`src/rtl/lsd_pkg.sv`:
```
// Shared constants and controller-to-datapath types for the limb-serial divider.
`default_nettype none

package lsd_pkg;

    localparam int LIMB_W = 64;
    localparam int HALF_W = 32;
    localparam int DIV_W = HALF_W + 1;
    localparam int SHIFT_W = LIMB_W + HALF_W;
    localparam int STEPS_SHORT = LIMB_W;
    localparam int STEPS_LONG = SHIFT_W;
    localparam int CNT_W = $clog2(STEPS_LONG);

    localparam logic [DIV_W-1:0] DIVISOR_RESET = DIV_W'(1);

    typedef struct packed {
        logic load;
        logic long_mode;
        logic step;
        logic finish;
    } cmd_t;

    typedef struct packed {
        logic rem_ge_div;
    } status_t;

endpackage : lsd_pkg

`default_nettype wire

```
`src/rtl/lsd_datapath.sv`:
```
// Datapath of the limb-serial divider: divisor, remainders, shift register and result registers.
`default_nettype none

module lsd_datapath (
    input  wire logic                          clk,
    input  wire logic                          rst_n,
    input  wire logic                          cfg_wr_en,
    input  wire logic [lsd_pkg::DIV_W-1:0]     cfg_wr_data,
    input  wire logic [lsd_pkg::LIMB_W-1:0]    dividend_limb,
    input  wire logic                          first_limb,
    input  wire lsd_pkg::cmd_t                 cmd,
    output lsd_pkg::status_t                   status,
    output logic [lsd_pkg::LIMB_W-1:0]         quotient_limb,
    output logic [lsd_pkg::HALF_W-1:0]         remainder_so_far
);
    import lsd_pkg::*;

    logic [DIV_W-1:0]   divisor_reg;
    logic [HALF_W-1:0]  running_rem_reg;
    logic [HALF_W-1:0]  part_rem_reg;
    logic [HALF_W-1:0]  part_rem_next;
    logic [SHIFT_W-1:0] shift_reg;
    logic [SHIFT_W-1:0] shift_next;
    logic [LIMB_W-1:0]  quotient_reg;
    logic [HALF_W-1:0]  remainder_reg;
    logic [HALF_W-1:0]  start_rem;
    logic [DIV_W-1:0]   trial;
    logic [HALF_W-1:0]  diff;
    logic               trial_ge;
    logic               cfg_ok;

    assign cfg_ok = (cfg_wr_data != '0)
        && ((cfg_wr_data[DIV_W-1] == 1'b0) || (cfg_wr_data[DIV_W-2:0] == '0));

    assign start_rem = first_limb ? '0 : running_rem_reg;
    assign status.rem_ge_div = ({1'b0, start_rem} >= divisor_reg);

    assign trial = {part_rem_reg, shift_reg[SHIFT_W-1]};
    assign trial_ge = (trial >= divisor_reg);
    assign diff = HALF_W'(trial - divisor_reg);

    always_comb
    begin
        part_rem_next = part_rem_reg;
        shift_next = shift_reg;
        if (cmd.load)
        begin
            if (cmd.long_mode)
            begin
                part_rem_next = '0;
                shift_next = {start_rem, dividend_limb};
            end
            else
            begin
                part_rem_next = start_rem;
                shift_next = {dividend_limb, {HALF_W{1'b0}}};
            end
        end
        else if (cmd.step)
        begin
            part_rem_next = trial_ge ? diff : trial[HALF_W-1:0];
            shift_next = {shift_reg[SHIFT_W-2:0], trial_ge};
        end
    end

    always_ff @(posedge clk or negedge rst_n)
    begin
        if (!rst_n)
        begin
            divisor_reg <= DIVISOR_RESET;
            running_rem_reg <= '0;
        end
        else
        begin
            if (cfg_wr_en && cfg_ok)
            begin
                divisor_reg <= cfg_wr_data;
            end
            if (cmd.finish)
            begin
                running_rem_reg <= part_rem_reg;
            end
        end
    end

    always_ff @(posedge clk)
    begin
        part_rem_reg <= part_rem_next;
        shift_reg <= shift_next;
        if (cmd.finish)
        begin
            quotient_reg <= shift_reg[LIMB_W-1:0];
            remainder_reg <= part_rem_reg;
        end
    end

    assign quotient_limb = quotient_reg;
    assign remainder_so_far = remainder_reg;

    a_divisor_nonzero: assert property (@(posedge clk) disable iff (!rst_n)
        divisor_reg != '0)
        else $error("Divisor register holds zero.");

    a_divisor_in_range: assert property (@(posedge clk) disable iff (!rst_n)
        (divisor_reg[DIV_W-1] == 1'b0) || (divisor_reg[DIV_W-2:0] == '0))
        else $error("Divisor register exceeds two to the thirty-second.");

    a_step_rem_below_div: assert property (@(posedge clk) disable iff (!rst_n)
        cmd.step |=> ({1'b0, part_rem_reg} < divisor_reg))
        else $error("Partial remainder not below the divisor after a step.");

endmodule : lsd_datapath

`default_nettype wire

```
`src/rtl/lsd_ctrl.sv`:
```
// Controller of the limb-serial divider: handshakes, step counter and sequencing.
`default_nettype none

module lsd_ctrl (
    input  wire logic              clk,
    input  wire logic              rst_n,
    input  wire logic              in_valid,
    output logic                   in_stall,
    output logic                   out_valid,
    input  wire logic              out_stall,
    input  wire lsd_pkg::status_t  status,
    output lsd_pkg::cmd_t          cmd
);
    import lsd_pkg::*;

    typedef enum logic [1:0] {
        ST_IDLE,
        ST_RUN,
        ST_DONE
    } state_t;

    state_t           state_reg;
    state_t           state_next;
    logic [CNT_W-1:0] cnt_reg;
    logic [CNT_W-1:0] cnt_next;
    logic             out_valid_reg;
    logic             out_valid_next;
    logic             out_free;

    assign out_free = !(out_valid_reg && out_stall);
    assign in_stall = (state_reg != ST_IDLE);
    assign out_valid = out_valid_reg;

    always_comb
    begin
        state_next = state_reg;
        cnt_next = cnt_reg;
        out_valid_next = out_valid_reg && out_stall;
        cmd = '0;
        case (state_reg)
            ST_IDLE:
            begin
                if (in_valid)
                begin
                    cmd.load = 1'b1;
                    cmd.long_mode = status.rem_ge_div;
                    cnt_next = status.rem_ge_div ? CNT_W'(STEPS_LONG - 1)
                                                 : CNT_W'(STEPS_SHORT - 1);
                    state_next = ST_RUN;
                end
            end
            ST_RUN:
            begin
                cmd.step = 1'b1;
                cnt_next = cnt_reg - CNT_W'(1);
                if (cnt_reg == '0)
                begin
                    state_next = ST_DONE;
                end
            end
            ST_DONE:
            begin
                if (out_free)
                begin
                    cmd.finish = 1'b1;
                    out_valid_next = 1'b1;
                    state_next = ST_IDLE;
                end
            end
            default:
            begin
                state_next = ST_IDLE;
            end
        endcase
    end

    always_ff @(posedge clk or negedge rst_n)
    begin
        if (!rst_n)
        begin
            state_reg <= ST_IDLE;
            cnt_reg <= '0;
            out_valid_reg <= 1'b0;
        end
        else
        begin
            state_reg <= state_next;
            cnt_reg <= cnt_next;
            out_valid_reg <= out_valid_next;
        end
    end

    a_accept_starts_run: assert property (@(posedge clk) disable iff (!rst_n)
        (in_valid && !in_stall) |=> (state_reg == ST_RUN))
        else $error("Accepted beat did not start a division.");

    a_count_in_range: assert property (@(posedge clk) disable iff (!rst_n)
        (state_reg == ST_RUN) |-> (cnt_reg <= CNT_W'(STEPS_LONG - 1)))
        else $error("Step counter out of range.");

    a_last_step_done: assert property (@(posedge clk) disable iff (!rst_n)
        ((state_reg == ST_RUN) && (cnt_reg == '0)) |=> (state_reg == ST_DONE))
        else $error("Last step did not lead to completion.");

    a_finish_presents: assert property (@(posedge clk) disable iff (!rst_n)
        ((state_reg == ST_DONE) && out_free) |=> (out_valid_reg && (state_reg == ST_IDLE)))
        else $error("Completed result was not presented.");

endmodule : lsd_ctrl

`default_nettype wire

```
`src/rtl/limb_serial_div_by_small_unit.sv`:
```
// Top level of the limb-serial divider by a small divisor.
`default_nettype none

// Divides a multi-limb unsigned number, most significant 64-bit limb first, by a divisor
// of 1 to 2^32 written through cfg_wr_en and cfg_wr_data; writes of zero or of values above
// 2^32 are ignored. Each input beat yields one output beat with the 64-bit quotient limb and
// the remainder so far; first_limb clears the carried remainder. A restoring divider retires
// one quotient bit per cycle; each limb passes through a load, its steps and a completion.
// If the divisor was lowered in mid-number so that the carried remainder is not below it,
// the carried remainder is shifted in ahead of the limb and stepped through as well. One limb
// is in flight at a time; the next beat is accepted once the result has been moved to the
// output register, while that result still waits to be taken.
module limb_serial_div_by_small_unit (
    input  wire logic                          clk,
    input  wire logic                          rst_n,
    input  wire logic                          cfg_wr_en,
    input  wire logic [lsd_pkg::DIV_W-1:0]     cfg_wr_data,
    input  wire logic                          in_valid,
    output logic                               in_stall,
    input  wire logic [lsd_pkg::LIMB_W-1:0]    dividend_limb,
    input  wire logic                          first_limb,
    output logic                               out_valid,
    input  wire logic                          out_stall,
    output logic [lsd_pkg::LIMB_W-1:0]         quotient_limb,
    output logic [lsd_pkg::HALF_W-1:0]         remainder_so_far
);
    import lsd_pkg::*;

    cmd_t    cmd;
    status_t status;

    lsd_ctrl u_ctrl (
        .clk       (clk),
        .rst_n     (rst_n),
        .in_valid  (in_valid),
        .in_stall  (in_stall),
        .out_valid (out_valid),
        .out_stall (out_stall),
        .status    (status),
        .cmd       (cmd)
    );

    lsd_datapath u_datapath (
        .clk              (clk),
        .rst_n            (rst_n),
        .cfg_wr_en        (cfg_wr_en),
        .cfg_wr_data      (cfg_wr_data),
        .dividend_limb    (dividend_limb),
        .first_limb       (first_limb),
        .cmd              (cmd),
        .status           (status),
        .quotient_limb    (quotient_limb),
        .remainder_so_far (remainder_so_far)
    );

endmodule : limb_serial_div_by_small_unit

`default_nettype wire

```
`config.mk`:
```
export PLATFORM = sky130hd
export DESIGN_NAME = limb_serial_div_by_small_unit
export DESIGN_NICKNAME = d
export VERILOG_FILES = /design/src/rtl/lsd_pkg.sv /design/src/rtl/lsd_datapath.sv /design/src/rtl/lsd_ctrl.sv /design/src/rtl/limb_serial_div_by_small_unit.sv
export SDC_FILE = /design/constraint.sdc
export NUM_CORES = 1
export LEC_CHECK = 0
export BUFFER_PORTS_ARGS = -buffer_cell sky130_fd_sc_hd__buf_4
export CAP_MARGIN = 10
export CORE_MARGIN = 4
export CORE_UTILIZATION = 60
export CTS_CLUSTER_DIAMETER = 80
export CTS_CLUSTER_SIZE = 20
export DETAILED_ROUTE_END_ITERATION = 16
export PLACE_DENSITY = 0.8
export SYNTH_ARGS = -nofsm -noshare
export SYNTH_HDL_FRONTEND = slang
export SYNTH_SLANG_ARGS = --single-unit
```
`constraint.sdc`:
```
create_clock -name clk -period 11.2 [get_ports clk]
set_clock_uncertainty 0.1 [all_clocks]
set_input_delay 1.12 -clock clk [delete_from_list [all_inputs] [get_ports clk]]
set_output_delay 1.12 -clock clk [all_outputs]
set_load 0.03 [all_outputs]
```
### Word-level counts from Yosys, hierarchy flattened

Index checks and enable logic that the tools add are counted.

* output and inout bits: 98
* bits of input ports: 103
* register bits: 299

* bitwise operators: 1
* reduce and logical (&&, ||, !) cells: 13
* add/subtract/negate cells: 2
* mux-type cells: 21
* magnitude comparators: 2
* equality and inequality tests: 5

Operator list (count)
* 96-bit 2-to-1 mux: 3
* 32-bit 2-to-1 mux: 5
* 32-bit by 33-bit >= comparator with 1-bit output: 1
* 33-bit >= comparator: 1
* 33-bit nonzero test: 1
* 32-bit zero test: 1
* 32-bit subtractor: 1
* 7-bit 2-to-1 mux: 2
* 7-bit case mux with 2 select lines: 1
* 2-bit 2-to-1 mux: 5
* 7-bit zero test: 1
* 7-bit by 1-bit subtractor with 7-bit output, second input constant: 1
* 2-bit case mux with 3 select lines: 1
* 2-bit nonzero test: 3
* 1-bit 2-to-1 mux: 4
* 2-bit inequality test, second input constant: 2
* 1-bit logical AND: 3
* 3-bit AND reduction: 1
* 2-bit by 1-bit == test with 1-bit output, second input constant: 1
* 2-bit == test, second input constant: 1
* 2-bit zero test: 1
* 2-bit by 1-bit inequality test with 1-bit output, second input constant: 1
* 2-bit AND reduction: 1
* 1-bit logical OR: 1
* 1-bit NOT: 1

### Depth between registers and ports, before layout

Gate-level depths: netlist of the first run.

* depth in word-level cells: 6
* depth in mapped cells: 14
* mapped depth without buffers: 12

### Hierarchy

Synthesis of the first run repeated with hierarchy kept, for this count alone.

* cell total of the unflattened synthesis: 1215
* area total of the unflattened synthesis: 14925.6 um^2

Modules (own cells, without submodules)
* lsd_datapath: cells an instance 1165, times used 1, area an instance 14415.1 um^2, seq. area each 8354.3 um^2
* lsd_ctrl: cells an instance 50, times used 1, area an instance 510.5 um^2, seq. area each 250.2 um^2

### Worst setup path before layout of the first run

No wires, ideal clock.

* path kind: input to register
* start point: input out_stall
* end point: register u_datapath.quotient_reg[0] (netlist: u_datapath.quotient_limb[0]), enable pin
* arrival time: 4.321 ns
* setup slack: 6.282 ns
* library setup time: 0.498 ns
* path buffers: 2
* required time: 10.602 ns
* stages: 5
* cell sequence: nand2_1 > nand2b_1 > clkbuf_1 > inv_1 > clkbuf_1

RTL lines
* start: declaration: RTL line limb_serial_div_by_small_unit.sv:23 `input wire logic out_stall,`
* end signal: assignment: RTL line lsd_datapath.sv:92 `quotient_reg <= shift_reg[LIMB_W-1:0];`
* end: declaration: RTL line lsd_datapath.sv:24 `logic [LIMB_W-1:0] quotient_reg;`

### Worst setup path in the final report of the first run

* start point: input first_limb
* end point: register u_datapath.shift_reg[39] (data pin)

* word-level cells in the longest chain between the ends: 6

RTL lines
* start: declaration: RTL line limb_serial_div_by_small_unit.sv:21 `input wire logic first_limb,`
* 32-bit 2-to-1 mux: RTL line lsd_datapath.sv:35 `assign start_rem = first_limb ? '0 : running_rem_reg;`
* 32-bit by 33-bit >= comparator with 1-bit output: RTL line lsd_datapath.sv:36 `assign status.rem_ge_div = ({1'b0, start_rem} >= divisor_reg);`
* 2-bit 2-to-1 mux: RTL line lsd_ctrl.sv:43 `if (in_valid)`
* 2-bit 2-to-1 mux: RTL line lsd_ctrl.sv:40 `case (state_reg)`
* 96-bit 2-to-1 mux: RTL line lsd_datapath.sv:48 `if (cmd.long_mode)`
* 96-bit 2-to-1 mux: RTL line lsd_datapath.sv:46 `if (cmd.load)`
* net u_datapath.shift_next[39]: RTL line lsd_datapath.sv:23 `logic [SHIFT_W-1:0] shift_next;`
* end signal: assignment: RTL line lsd_datapath.sv:89 `shift_reg <= shift_next;`
* end: declaration: RTL line lsd_datapath.sv:22 `logic [SHIFT_W-1:0] shift_reg;`

The timed path passes the listed nets, and every way through them passes these cells.
A chain may end at the register's enable or synchronous reset.

==> results of run 1 <==
cell type report:
cell class,instances,share of cell area
multi-input cells,995,0.336
clock buffers,31,0.0311
repair buffers,210,0.0925
well taps,324,0.0238
flip-flops and latches,299,0.505
clock inverters,2,0.00132
inverters,47,0.0105
cells in the mapped netlist, types with 3 or more instances:
master	number	area, sq um
o21ai_1	3	15.0
buf_1	6	22.5
a31oi_1	68	425
xor2_1	16	140
nor4_1	11	68.8
nor2_1	113	424
o211ai_1	8	60.1
a32oi_1	8	70.1
a21oi_1	64	320
nand2b_1	13	81.3
mux2i_1	4	40.0
inv_1	46	173
mux2_2	32	360
nand4_1	16	100
and2_1	4	25.0
a221oi_1	3	26.3
a211oi_1	11	82.6
buf_2	11	55.1
o21ai_0	51	255
o21bai_1	4	30.0
ha_1	67	838
a21o_1	14	105
a22oi_1	6	45.0
xnor2_1	10	87.6
nor3_1	14	70.1
nand2_1	339	1270
edfxtp_1	224	6730
dfrtp_1	74	1850
clkbuf_1	50	188
nand3_1	46	230
nor2b_1	38	238
worst paths after layout:
check	start	to	slack [ps]	cells after the start
min in group asynchronous	rst_n	u_ctrl.out_valid	650	1
setup reg to reg	u_datapath.part_rem_reg[1]	u_datapath.part_rem_reg[26]	6860	11
max in group asynchronous	rst_n	u_datapath.running_rem_reg[10]	9670	1
hold / removal	u_datapath.shift_reg[36]	u_datapath.quotient_limb[36]	350	0
hold reg to reg	u_datapath.shift_reg[36]	u_datapath.quotient_limb[36]	350	0
setup / recovery	first_limb	u_datapath.shift_reg[39]	6490	12
cells in the final DEF, fill, tap and decap left out, types with 3 or more instances in the layout:
cell type	n
nand2_1	337
edfxtp_1	224
buf_4	210
nor2_1	113
dfrtp_1	74
a31oi_1	68
ha_1	67
a21oi_1	64
o21ai_0	51
nand3_1	46
inv_1	45
nor2b_1	38
mux2_2	32
clkbuf_16	19
nand4_1	16
xor2_1	16
nor3_1	14
a21o_1	14
nand2b_1	12
a211oi_1	11
nor4_1	11
clkbuf_1	11
xnor2_1	10
o211ai_1	8
a32oi_1	8
a22oi_1	6
o21bai_1	4
mux2i_1	4
a221oi_1	3
o21ai_1	3
and2_1	3
kinds of logic (layout without fill, tap and decap cells):
logic type	count (synthesis)	in the layout
simple gates	610	610
flops	299	299
compound gates	255	255
buf+inv	118	290
fa+ha+maj	68	68
mux	36	36
xor+xnor	26	26
report_power, final:
group | internal [mW] | switching (mW)
logic | 0.566 | 0.955
clock network | 0.331 | 0.364
registers | 1.69 | 0.210
total | 2.58 | 1.53
routing by layer:
metal	GRT usage	share of wire	up-vias
met3	0.0377	0.085	51
met5	0	0	-
met2	0.443	0.47	546
li1	-	-	5346
met1	0.399	0.43	5457
met4	0.0537	0.016	0
per-stage QoR:
| stage | instance area, sq um | cells |
|---|---|---|
| 6_report | 17000 | 1908 |
| 5_1_grt | 17000 | 1908 |
| 4_1_cts | 17000 | 1908 |
| 3_5_place_dp | 16500 | 1875 |
| 3_3_place_gp | 16500 | 1875 |
| 2_1_floorplan | 14800 | 1412 |
==> metrics.cfg, run 1 <==
[cells_and_area]
layout.area.seq_sq_um=8600
num-nets-final=1743
drive_above_1_share=0.177
largest_reg_flops=96
area_delta_synth_final_pct=15.3
multi_input_area_sq_um=5730
num_antenna_cells=0
post-route-util=0.703
n_fill_cell=1835

[synthesis]
synth_top_family_by_area=simple AND/OR/NAND/NOR gates
synth_edf_count=224
yosysUniqueCellTypes=58
synth_area_sq_um=14800
muxShareOfSynthArea=0.0271
synth_nets=1583
synthSimpleGateAreaFrac=0.179
synth_area_per_cell_sq_um=10.5
syn_inst=1412
yosysWarnings=0
synth_xor_area_frac=0.0154
synth_compound_area_frac=0.106
ys_seq_area_frac=0.582
postSynth.asyncResetShare=0.251
synth_seq_cells=299
synth_adder_area_share=0.0581
ys.flop_type=edfxtp_1

[setup_path]
critPathMaxStageDelay_ps=640
cpMostUsedCell=a31oi_1
required_ps=11320
cpLargestDelayFamily=compound AO/OA/AOI/OAI gates
timing.critical_path.buf_inv=2
critPathSlowestCell=inv_2
setup.worst_path.class=input port to flip-flop
crit_fanout=69
crit_arrival_ps=4830
crit_path_end_kind=flip-flop
path_cells=buf_4 -> nor2b_1 -> ha_1 -> nand4_1 -> nor3_1 -> a21oi_1 -> o211ai_1 -> a31oi_1 -> o21ai_4 -> inv_2 -> nand2_1 -> a31oi_1
worstSetupStartpointType=input port

[floorplan]
die_y_um=165
ioPinCount=201
coreArea_sq_um=24200
rows=57
start_util=0.610
die_w_um=165
die-area_sq_um=27200

[placement]
place_hpwl_um=26600
pre_cts_slack_ps=6080
gp_congestion=0.914
io_buffers=200

[drt]
detail-route-antenna-nets=0
firstDrtPassIters=5
drc_errors=0
drt-initial-drc-count=1251
avgViaCountPerCell=5.97
route.detailed.wl_per_inst_um=19.9
vias=11400
wl_um=37900

[timing]
final.setup.tns_ps=0
drv_slew=0
max_freq_mhz=212
tightestPinTransition_ps=1190
fin_ws_ps=6490
grt_setup_unrepaired=false
min_period_over_period=0.420
hold_slack_ps=355
setup_viol_count_final=0
period_minus_slack_ps=4710
hold_viol_final=0
maxSlewHeadroom=0.204

[min_path]
hold_class=flip-flop to flip-flop

[power]
power_density_nw_per_um2=241
ir_drop_v=0.000126
finalPower_mw=4.11
power_leakage_nw=7.16

[clock_tree]
clkLatencyLatePin_ps=510
cts.htree.levels=1
cts_buffers=19
cts_resized=0
cts_tree=yes
postCtsHoldBufs=0
path_clk_slew_ps=90
cts_buffer_depth=3
post_cts.repair.setup_buffers=0
cts.sinks=299
cts_root_buffer=clkbuf_16

[global_routing]
grt_pass1_wl_um=58100
grt_antenna_before_repair=0
grt_max_degree=86
grt_pass1_vias=10792
grt_usage=0.272
overflow=0

[job]
max_cap_viol_count=0

[run_status]
status=completed

No activity file was read; power rests on OpenSTA's default activity.
==> run 2, diff against run 1 <==
--- a/config.mk
+++ b/config.mk
@@ -8,11 +8,11 @@
 export BUFFER_PORTS_ARGS = -buffer_cell sky130_fd_sc_hd__buf_4
 export CAP_MARGIN = 10
 export CORE_MARGIN = 4
-export CORE_UTILIZATION = 60
+export CORE_UTILIZATION = 52
 export CTS_CLUSTER_DIAMETER = 80
 export CTS_CLUSTER_SIZE = 20
 export DETAILED_ROUTE_END_ITERATION = 16
-export PLACE_DENSITY = 0.8
+export PLACE_DENSITY = 0.73
 export SYNTH_ARGS = -nofsm -noshare
 export SYNTH_HDL_FRONTEND = slang
 export SYNTH_SLANG_ARGS = --single-unit
==> constraint.sdc (replaced) <==
create_clock -name clk -period 4.1 [get_ports clk]
set_clock_uncertainty 0.1 [all_clocks]
set_input_delay 0.41 -clock clk [delete_from_list [all_inputs] [get_ports clk]]
set_output_delay 0.41 -clock clk [all_outputs]
set_load 0.03 [all_outputs]
==> metrics.cfg, run 2 (synthesis results as in run 1) <==
[run_status]
status=finished, violations left
violations=negative hold slack

[cells_and_area]
area_delta_synth_final_pct=16.7
post-route-util=0.618  ; -0.0852
layout_common_cells=nand2_1 (337), edfxtp_1 (224), buf_4 (217), nor2_1 (113), dfrtp_1 (74)
num-nets-final=1755  ; +0.69%
final_common_cell=nand2_1
drive_above_1_share=0.184  ; +0.00682
largest_reg_flops=96  ; unchanged
num_antenna_cells=0  ; unchanged

[floorplan]
die-area_sq_um=31200  ; +15%
die_w_um=177  ; +7.1%
die_y_um=177  ; +7.1%
start_util=0.529  ; -0.0804
rows=61  ; +7.0%
ioPinCount=201  ; unchanged
coreArea_sq_um=27900  ; +15%

[placement]
gp_congestion=0.938  ; +2.6%
place_hpwl_um=27500  ; +3.0%
io_buffers=200  ; unchanged

[global_routing]
gr-usage-met1=0.361  ; -0.0384
grt_pass1_vias=10831  ; +0.36%
grt_busiest_layer=met2
grt_usage=0.238  ; -0.0343
grt_pass1_wl_um=59300  ; +2.1%
grt_use_met2=0.369  ; -0.0743
grt_antenna_before_repair=0  ; unchanged
grtUsageMet3=0.0347  ; -0.00299
overflow=0  ; unchanged
grt_max_degree=97  ; +13%

[clock_tree]
clkLatencyLatePin_ps=520  ; about the same
postCtsHoldBufs=0  ; unchanged
cts.sinks=299  ; unchanged
cts_buffers=19  ; unchanged
post_cts.repair.setup_buffers=0  ; unchanged
cts.htree.levels=1  ; unchanged
path_clk_slew_ps=80  ; about the same
cts_tree=yes
cts_buffer_depth=3  ; unchanged
cts_root_buffer=clkbuf_16
cts_resized=0  ; unchanged

[power]
pwr-share-clk=0.167  ; -0.002
p_sw_mw=4.14  ; +170%
combPwrFrac=0.373  ; +0.003
p_seq_frac=0.460  ; -0.002
power_density_nw_per_um2=651  ; +170%
p_int_mw=7.10  ; +170%
ir_drop_v=0.000319  ; +150%
power_leakage_nw=7.23  ; +0.90%
swShare=0.368  ; -0.00311

[drt]
detail-route-antenna-nets=0  ; unchanged
drt-initial-drc-count=1156  ; -7.6%
route.detailed.wl_per_inst_um=19.4  ; -2.5%
avgViaCountPerCell=5.73  ; -4.1%
wl_um=38200  ; +0.83%
firstDrtPassIters=6  ; +1
drc_errors=0  ; unchanged
vias=11314  ; -0.75%

[timing]
tightestPinTransition_ps=1020  ; -173 ps
final.setup.tns_ps=0  ; unchanged
hold_slack_ps=-32.2  ; -387 ps
hold_viol_final=49  ; +49
setup_viol_count_final=0  ; unchanged
maxSlewHeadroom=0.320  ; +0.116
period_minus_slack_ps=3530
min_period_over_period=0.860
grt_setup_unrepaired=false
drv_slew=0  ; unchanged
max_freq_mhz=284

[job]
max_cap_viol_count=0  ; unchanged

[setup_path]
required_ps=4350  ; -6970 ps
worstSetupStartpointType=flip-flop
setup.worst_path.class=flip-flop to flip-flop
crit_fanout=96  ; +39%
crit_path_end_kind=flip-flop
crit_arrival_ps=3780  ; -1050 ps

[min_path]
hold_class=input port to asynchronous set/reset pin

[run 2: cell count changes in the layout (fill, tap and decap cells not counted), sizes merged]
cell	change
clkbuf	-2
inv	-1
buf	+12
clkinvlp	+2
clkinv	+1
[run 2: path summary, 6_finish.rpt]
check	startpoint	to	slack, ps	depth (start not counted)
worst min register to register	u_datapath.shift_reg[10]	u_datapath.quotient_limb[10]	350	0
worst max register to register	u_datapath.running_rem_reg[16]	u_datapath.shift_reg[58]	570	11
max in group asynchronous	rst_n	u_datapath.divisor_reg[9]	3270	1
min in group clk	cfg_wr_data[32]	u_datapath.divisor_reg[32]	30	3
worst max-delay path	u_datapath.running_rem_reg[16]	u_datapath.shift_reg[58]	570	11
worst min-delay path	rst_n	u_datapath.running_rem_reg[29]	-30	1
[run 2: final cells by class]
class	instances	area (sq um)
clock buffer	29	513
sequential	299	8600
multi-input combinational	995	5730
inverter	47	179
fill	2348	10700
timing repair buffer	222	1730
clock inverter	4	28.8
tap	378	473
[run 2: routing by layer]
metal | wire length (um) | vias up
met1 | 17300 | 5438
met5 | 0 | -
li1 | - | 5379
met3 | 3200 | 50
met4 | 760 | 0
met2 | 17000 | 447
[run 2: power by group through the flow]
stage	Sequential [mW]	Clock, mW	Combinational [mW]
4_1_cts	5.17	1.91	4.16
6_report	5.17	1.87	4.19
3_5_place_dp	5.23	0	4.13
3_3_place_gp	5.21	0	4.07
5_1_grt	5.26	2.03	4.70
2_1_floorplan	5.00	0	3.12
[run 2: per-stage QoR]
stage	hold WS, ps	power, mW	setup slack (ps)	area [sq um]	std cells
2_1_floorplan	14.4	8.12	958	14800	1412
3_3_place_gp	336	9.28	443	16700	1941
3_5_place_dp	334	9.36	363	16700	1941
4_1_cts	5.16	11.2	579	17300	1974
5_1_grt	19.3	12.0	309	17300	1974
6_report	-32.2	11.2	574	17300	1974
[run 2: worst max-delay path: stages, from the launching register on]
cell,delay [ps]
dfrtp_1,400
nor2b_1,380
ha_1,200
nand4_1,220
nor3_1,320
a21oi_1,120
o211ai_1,90
a31oi_1,110
o21ai_4,240
buf_4,750
nand2_1,150
a31oi_1,240
